`config.mk`:
```
export PLATFORM = sky130hd
export DESIGN_NAME = zap_rotate
export DESIGN_NICKNAME = d
export VERILOG_FILES = /design/src/assert_macros.svh /design/src/zap_pkg.sv /design/src/zap_rotate.sv
export SDC_FILE = /design/constraint.sdc
export NUM_CORES = 1
export LEC_CHECK = 0
export BUFFER_PORTS_ARGS = -buffer_cell sky130_fd_sc_hd__buf_2
export CAP_MARGIN = 30
export CORE_UTILIZATION = 56
export DETAILED_ROUTE_END_ITERATION = 10
export GPL_ROUTABILITY_DRIVEN = 0
export PLACE_DENSITY = 0.82
export SYNTH_ARGS = -nofsm -noshare
export SYNTH_HDL_FRONTEND = slang
export SYNTH_SLANG_ARGS = --single-unit
```
`constraint.sdc`:
```
create_clock -name clock -period 4.7 [get_ports clock]
set_clock_uncertainty 0.2 [all_clocks]
set_input_delay 0.47 -clock clock [delete_from_list [all_inputs] [get_ports clock]]
set_output_delay 0.47 -clock clock [all_outputs]
set_load 0.03 [all_outputs]
```
`src/assert_macros.svh`:
```
// Concurrent assertion helpers for the plane projection block.
`ifndef ASSERT_MACROS_SVH
`define ASSERT_MACROS_SVH

// The consequent must hold in the same cycle as the antecedent.
`define ZAP_ASSERT_SAME(label, clk, rst, ante, cons, msg) \
   label: assert property (@(posedge clk) disable iff (rst) (ante) |-> (cons)) else $error(msg);

// The consequent must hold in the cycle after the antecedent.
`define ZAP_ASSERT_NEXT(label, clk, rst, ante, cons, msg) \
   label: assert property (@(posedge clk) disable iff (rst) (ante) |=> (cons)) else $error(msg);

`endif

```
`src/zap_pkg.sv`:
```
package zap_pkg;

   localparam int TABLE_LEN = 24;
   localparam int ROTATION_STAGES_DEF = 16;

   localparam int ZEN_W = 16;
   localparam int AZ_W = 17;
   localparam int REM_W = 15;
   localparam int ANG_MUL_W = 25;
   localparam int XY_W = 34;
   localparam int Z_W = 32;
   localparam int MAG_W = 32;
   localparam int PROD_W = ZEN_W + MAG_W;
   localparam int T_W = 23;
   localparam int RECIP_W = 27;
   localparam int Q_W = 18;

   localparam logic [AZ_W-1:0] QUARTER_Q8 = 17'd23040;
   localparam logic [AZ_W-1:0] HALF_Q8 = 17'd46080;
   localparam logic [AZ_W-1:0] THREE_Q_Q8 = 17'd69120;
   localparam logic [AZ_W-1:0] FULL_Q8 = 17'd92160;

   localparam logic [ANG_MUL_W-1:0] DEG_Q8_TO_RAD = 25'd18740330;
   localparam logic signed [XY_W-1:0] INV_GAIN_Q30 = 34'sd652032874;

   // The output divisor is 45 * 2**25; rounding adds half of it.
   localparam logic [PROD_W-1:0] OUT_HALF = 48'd754974720;
   localparam int OUT_SHIFT = 25;
   localparam logic [RECIP_W-1:0] RECIP_45 = 27'd95443717;
   localparam int RECIP_SHIFT = 32;
   localparam logic [T_W-1:0] DIV_FACTOR = 23'd45;

   localparam logic [Q_W-1:0] POS_LIMIT = 18'd32767;
   localparam logic [Q_W-1:0] NEG_LIMIT = 18'd32768;

   localparam logic signed [Z_W-1:0] ATAN_Q30 [TABLE_LEN] = '{
      32'sd843314857, 32'sd497837829, 32'sd263043837, 32'sd133525159,
      32'sd67021687,  32'sd33543516,  32'sd16775851,  32'sd8388437,
      32'sd4194283,   32'sd2097149,   32'sd1048576,   32'sd524288,
      32'sd262144,    32'sd131072,    32'sd65536,     32'sd32768,
      32'sd16384,     32'sd8192,      32'sd4096,      32'sd2048,
      32'sd1024,      32'sd512,       32'sd256,       32'sd128
   };

   typedef enum logic [1:0] {
      QUAD_FIRST,
      QUAD_SECOND,
      QUAD_THIRD,
      QUAD_FOURTH
   } zap_quad_type;

   typedef struct packed {
      logic [ZEN_W-1:0] zenith_deg;
      logic [AZ_W-1:0]  azimuth_deg;
   } zap_req_type;

   typedef struct packed {
      logic signed [15:0] plane_x;
      logic signed [15:0] plane_y;
   } zap_rsp_type;

   typedef struct packed {
      logic [ZEN_W-1:0]       zen;
      zap_quad_type           quad;
      logic signed [XY_W-1:0] x;
      logic signed [XY_W-1:0] y;
      logic signed [Z_W-1:0]  z;
   } zap_rot_type;

endpackage

```
`src/zap_rotate.sv`:
```
module zap_rotate import zap_pkg::*; #(
   parameter int SHIFT = 0
) (
   input  logic        clock,
   input  logic        reset,
   input  logic        advance,
   input  logic        in_valid,
   input  zap_rot_type in_rot,
   output logic        out_valid,
   output zap_rot_type out_rot
);

   logic signed [XY_W-1:0] x_sh;
   logic signed [XY_W-1:0] y_sh;
   zap_rot_type            rot_in;
   zap_rot_type            rot_ff;
   logic                   valid_ff;

   always_comb begin
      x_sh = $signed(in_rot.x) >>> SHIFT;
      y_sh = $signed(in_rot.y) >>> SHIFT;
      rot_in.zen  = in_rot.zen;
      rot_in.quad = in_rot.quad;
      if ($signed(in_rot.z) >= 0) begin
         rot_in.x = in_rot.x - y_sh;
         rot_in.y = in_rot.y + x_sh;
         rot_in.z = in_rot.z - ATAN_Q30[SHIFT];
      end else begin
         rot_in.x = in_rot.x + y_sh;
         rot_in.y = in_rot.y - x_sh;
         rot_in.z = in_rot.z + ATAN_Q30[SHIFT];
      end
   end

   always_ff @(posedge clock) begin
      if (advance) begin
         rot_ff <= rot_in;
      end
   end

   always_ff @(posedge clock) begin
      if (reset) begin
         valid_ff <= 1'b0;
      end else if (advance) begin
         valid_ff <= in_valid;
      end
   end

   assign out_valid = valid_ff;
   assign out_rot   = rot_ff;

endmodule

```
# Yosys cells after proc, flatten, opt, wreduce, memory -nomap -nowiden

Index checks and enable logic that the tools add are counted.

Bits of input ports: 122
Register bits: 119
Output and inout bits: 119

Muxes and demuxes: 1
$add $sub $neg: 5
$lt $le $gt $ge: 1

Operators by type and width:

| kind                     | number |
|---|---|
| $mux W100                | 1 |
| $sub A34 B34 Y34         | 2 |
| $add A34 B34 Y34         | 1 |
| $add A32 B31 Y32 const B | 1 |
| $ge A32 B1 Y1 const B    | 1 |
| $sub A32 B31 Y32 const B | 1 |

# Logic depth before layout (Yosys ltp)

Word-level depth: 2
Gate-level depth with buffers: 13
Gate-level depth less buffers: 12

# Worst setup path before layout

No wires, ideal clock.

Kind: input to register
From: input in_rot[31] (netlist name)
To: register rot_ff, in the netlist out_rot[29] (data pin)
Data arrival time: 3.444 ns
Library setup time: 0.258 ns
Path slack: 0.798 ns
Stages: 13
Required time: 4.242 ns
Path buffers: 2
Path through: clkbuf_1 -> clkinv_1 -> clkbuf_1 -> ha_1 -> a211oi_1 -> o21ai_0 -> nor4b_1 -> o211a_1 -> a22o_1 -> a221oi_1 -> nand2b_1 -> a311o_1 -> xnor2_1

RTL lines:

| element              | RTL line         | RTL |
|---|---|---|
| from (decl)          | zap_rotate.sv:8  | `input zap_rot_type in_rot,` |
| to (signal assigned) | zap_rotate.sv:37 | `rot_ff <= rot_in;` |
| to (decl)            | zap_rotate.sv:16 | `zap_rot_type rot_ff;` |

==> impl_metrics.toml <==
[logic_synthesis]
syn_inst = 1168
yosysTopAreaCellShare_pct = 33.0
synth_area_mm2 = 0.0107
synth_ff_type = "edfxtp_1"
syn_nets = 1423
synth.avg_cell_area_um2 = 9.13
synth_warnings = 0
synthTopCellsByArea = "edfxtp_1 33%, ha_1 15%, xnor2_1 5.9%, a21oi_1 5.6%, inv_1 3.9%"
synth_top_cell_by_area = "edfxtp_1"
synth.distinct_cells = 77
ys_ff_latch = 118
synth_edf_count = 117
synth-seq-area-share_pct = 33.1
synthArstFlopShare_pct = 0

[global_route]
grt_pass1_wl_um = 45100
overflow = 0
antenna_found_initial = 0
grtUsageTotal_pct = 28.9
grt_max_degree = 58
grt_pass1_vias = 9039

[final_layout]
post-route-util_pct = 67.7
nNetsFinal = 1643
fillers = 1455
area_delta_synth_final_pct = 18.7
antenna_cells = 0
seqCellArea_mm2 = 0.00353
finalNonFillerCells = 1635
multi_input_area_mm2 = 0.00650
drive_gt1_share_pct = 21.6

[floorplan]
core_region_area_mm2 = 0.0187
initial_core_util_pct = 57.0
die_x_um = 140
rows = 50
die_h_um = 140
die-area_mm2 = 0.0196
ios = 241

[run_status]
status = "finished clean"

[setup_path]
start_kind = "primary input"
crit_fanout = 28
cp_data_arrival_time_ns = 3.68
worstSetupPathType = "primary input to flop"
crit_path_end_kind = "flop"
required_ns = 4.67

[sta]
post-route-period-util_pct = 78.8
worst_slack_ns = 0.997
relSlewSlack_pct = 50.2
fmax_mhz = 270
maxSlewViolCount = 0
setup_viol = 0
hold_violations = 0
layout_min_cycle_time_ns = 3.70
hold_slack_ns = 0.0187
rsz0062_at_grt = "false"
tns_ns = 0
worst_pin_slew_ns = 0.729

[placed_design]
dp_hpwl_um = 22000
io_buffers = 240
dp_cells = 1602
place_ws_ns = 0.709

[route]
first_iter_violations = 1028
first_pass_iters = 6
wl_um = 28700
drc = 0
ant_nets = 0
detail_route.wl_per_cell_um = 17.6
vias_per_cell = 6.08
num_vias = 9946

[min_path]
hold_class = "primary input to flop"

[power_and_ir_drop]
ir_drop_mv = 0.231
power.leakage_uw = 0.00585
p_per_area_mw_per_mm2 = 351

[clock_network]
cts_sinks = 118
clk_pin_slew_ns = 0.06
postCtsSetupRepairBufs = 0
cts_buffer_depth = 2
htree_num_levels = 4
insertion_delay_ns = 0.42
ctsResizeCount = 0
cts_root_buf = "clkbuf_16"
cts_buffers = 17
ctsHoldBuffers = 1
cts_tree = "done"

[run]
max_cap_viol_count = 0
synthesized netlist by cell type, types with 8 or more instances:
library cell	n
a211oi_1	12
a21o_1	47
a21oi_1	120
buf_2	12
clkbuf_1	25
edfxtp_1	117
ha_1	129
inv_1	110
mux2i_1	12
nand2_1	48
nand2b_1	16
nand3_1	18
nand4_1	8
nor2_1	84
nor2b_1	17
nor3_1	19
nor4_1	10
o211ai_1	10
o21a_1	14
o21ai_0	74
o21bai_1	19
or2_2	9
or3_1	9
xnor2_1	72
xor2_1	19
critical path: stages:
cell and delay [ns]:
buf_4 0.30, clkinv_1 0.19, buf_4 0.24, ha_1 0.35, nor2b_1 0.18, o31a_1 0.27, o41ai_1 0.39, o21ai_0 0.23
o21ai_0 0.26, a31oi_1 0.24, a21o_1 0.25, a21oi_1 0.20, xnor2_1 0.09
registers in the layout, indices dropped and copies added (netlist names):
signal	count
out_rot	117
out_valid	1
power breakdown:
group | total, µW | leakage, µW | switching (µW) | internal, µW
logic | 1590 | 0.00438 | 1050 | 541
clock network | 1430 | 0.000312 | 524 | 903
registers | 1420 | 0.00115 | 48.5 | 1380
total | 4440 | 0.00585 | 1620 | 2820
area by class of cell:
type | count | share of cell area, %
Clock inverter | 15 | 1.72
Tap cell | 234 | 2.31
Multi-Input combinational cell | 891 | 51.3
Sequential cell | 118 | 27.9
Inverter | 112 | 3.32
Timing Repair Buffer | 248 | 10.0
Clock buffer | 17 | 3.36
metal layers:
layer / vias up / track usage, % / share of wire, %
li1: 4686 / - / -
met1: 4632 / 38.3 / 42
met2: 546 / 46.8 / 46
met3: 82 / 5.37 / 8.8
met4: 0 / 11.7 / 3.2
met5: - / 0 / 0
per-stage QoR:
step / cell area, µm² / total power [µW]
2_1_floorplan: 10700 / 2540
3_3_place_gp: 12000 / 2970
3_5_place_dp: 12000 / 2990
4_1_cts: 12700 / 4420
5_1_grt: 12700 / 4600
6_report: 12700 / 4440
cells in the final DEF (no fill, tap or decap), types with 18 or more instances in the layout:
| cell type | netlist | routed |
|---|---|---|
| a21o_1 | 47 | 47 |
| a21oi_1 | 120 | 120 |
| buf_2 | 12 | 238 |
| edfxtp_1 | 117 | 117 |
| ha_1 | 129 | 129 |
| inv_1 | 110 | 110 |
| nand2_1 | 48 | 48 |
| nand3_1 | 18 | 18 |
| nor2_1 | 84 | 84 |
| nor3_1 | 19 | 19 |
| o21ai_0 | 74 | 74 |
| o21bai_1 | 19 | 19 |
| xnor2_1 | 72 | 72 |
| xor2_1 | 19 | 19 |
cells by family (layout without fill, tap and decap cells):
logic type | count (synthesis) | in the layout | share of synthesized area (%)
compound gates | 388 | 388 | 23.8
xor+xnor | 91 | 91 | 7.48
fa+ha+maj | 133 | 133 | 15.9
buf+inv | 159 | 392 | 5.88
flops | 118 | 118 | 33.1
mux | 12 | 12 | 1.13
simple gates | 267 | 267 | 12.6
final timing paths:
path                     from           end  slack (ns)  depth (start not counted)
setup / recovery   in_rot[31]   out_rot[24]         1.0                         13
hold / removal    in_rot[102]  out_rot[102]        0.02                          1
setup reg to reg    out_valid     out_valid        3.93                          2
hold reg to reg     out_valid     out_valid        0.30                          2
Note: power is estimated with default switching activity, not from simulation.
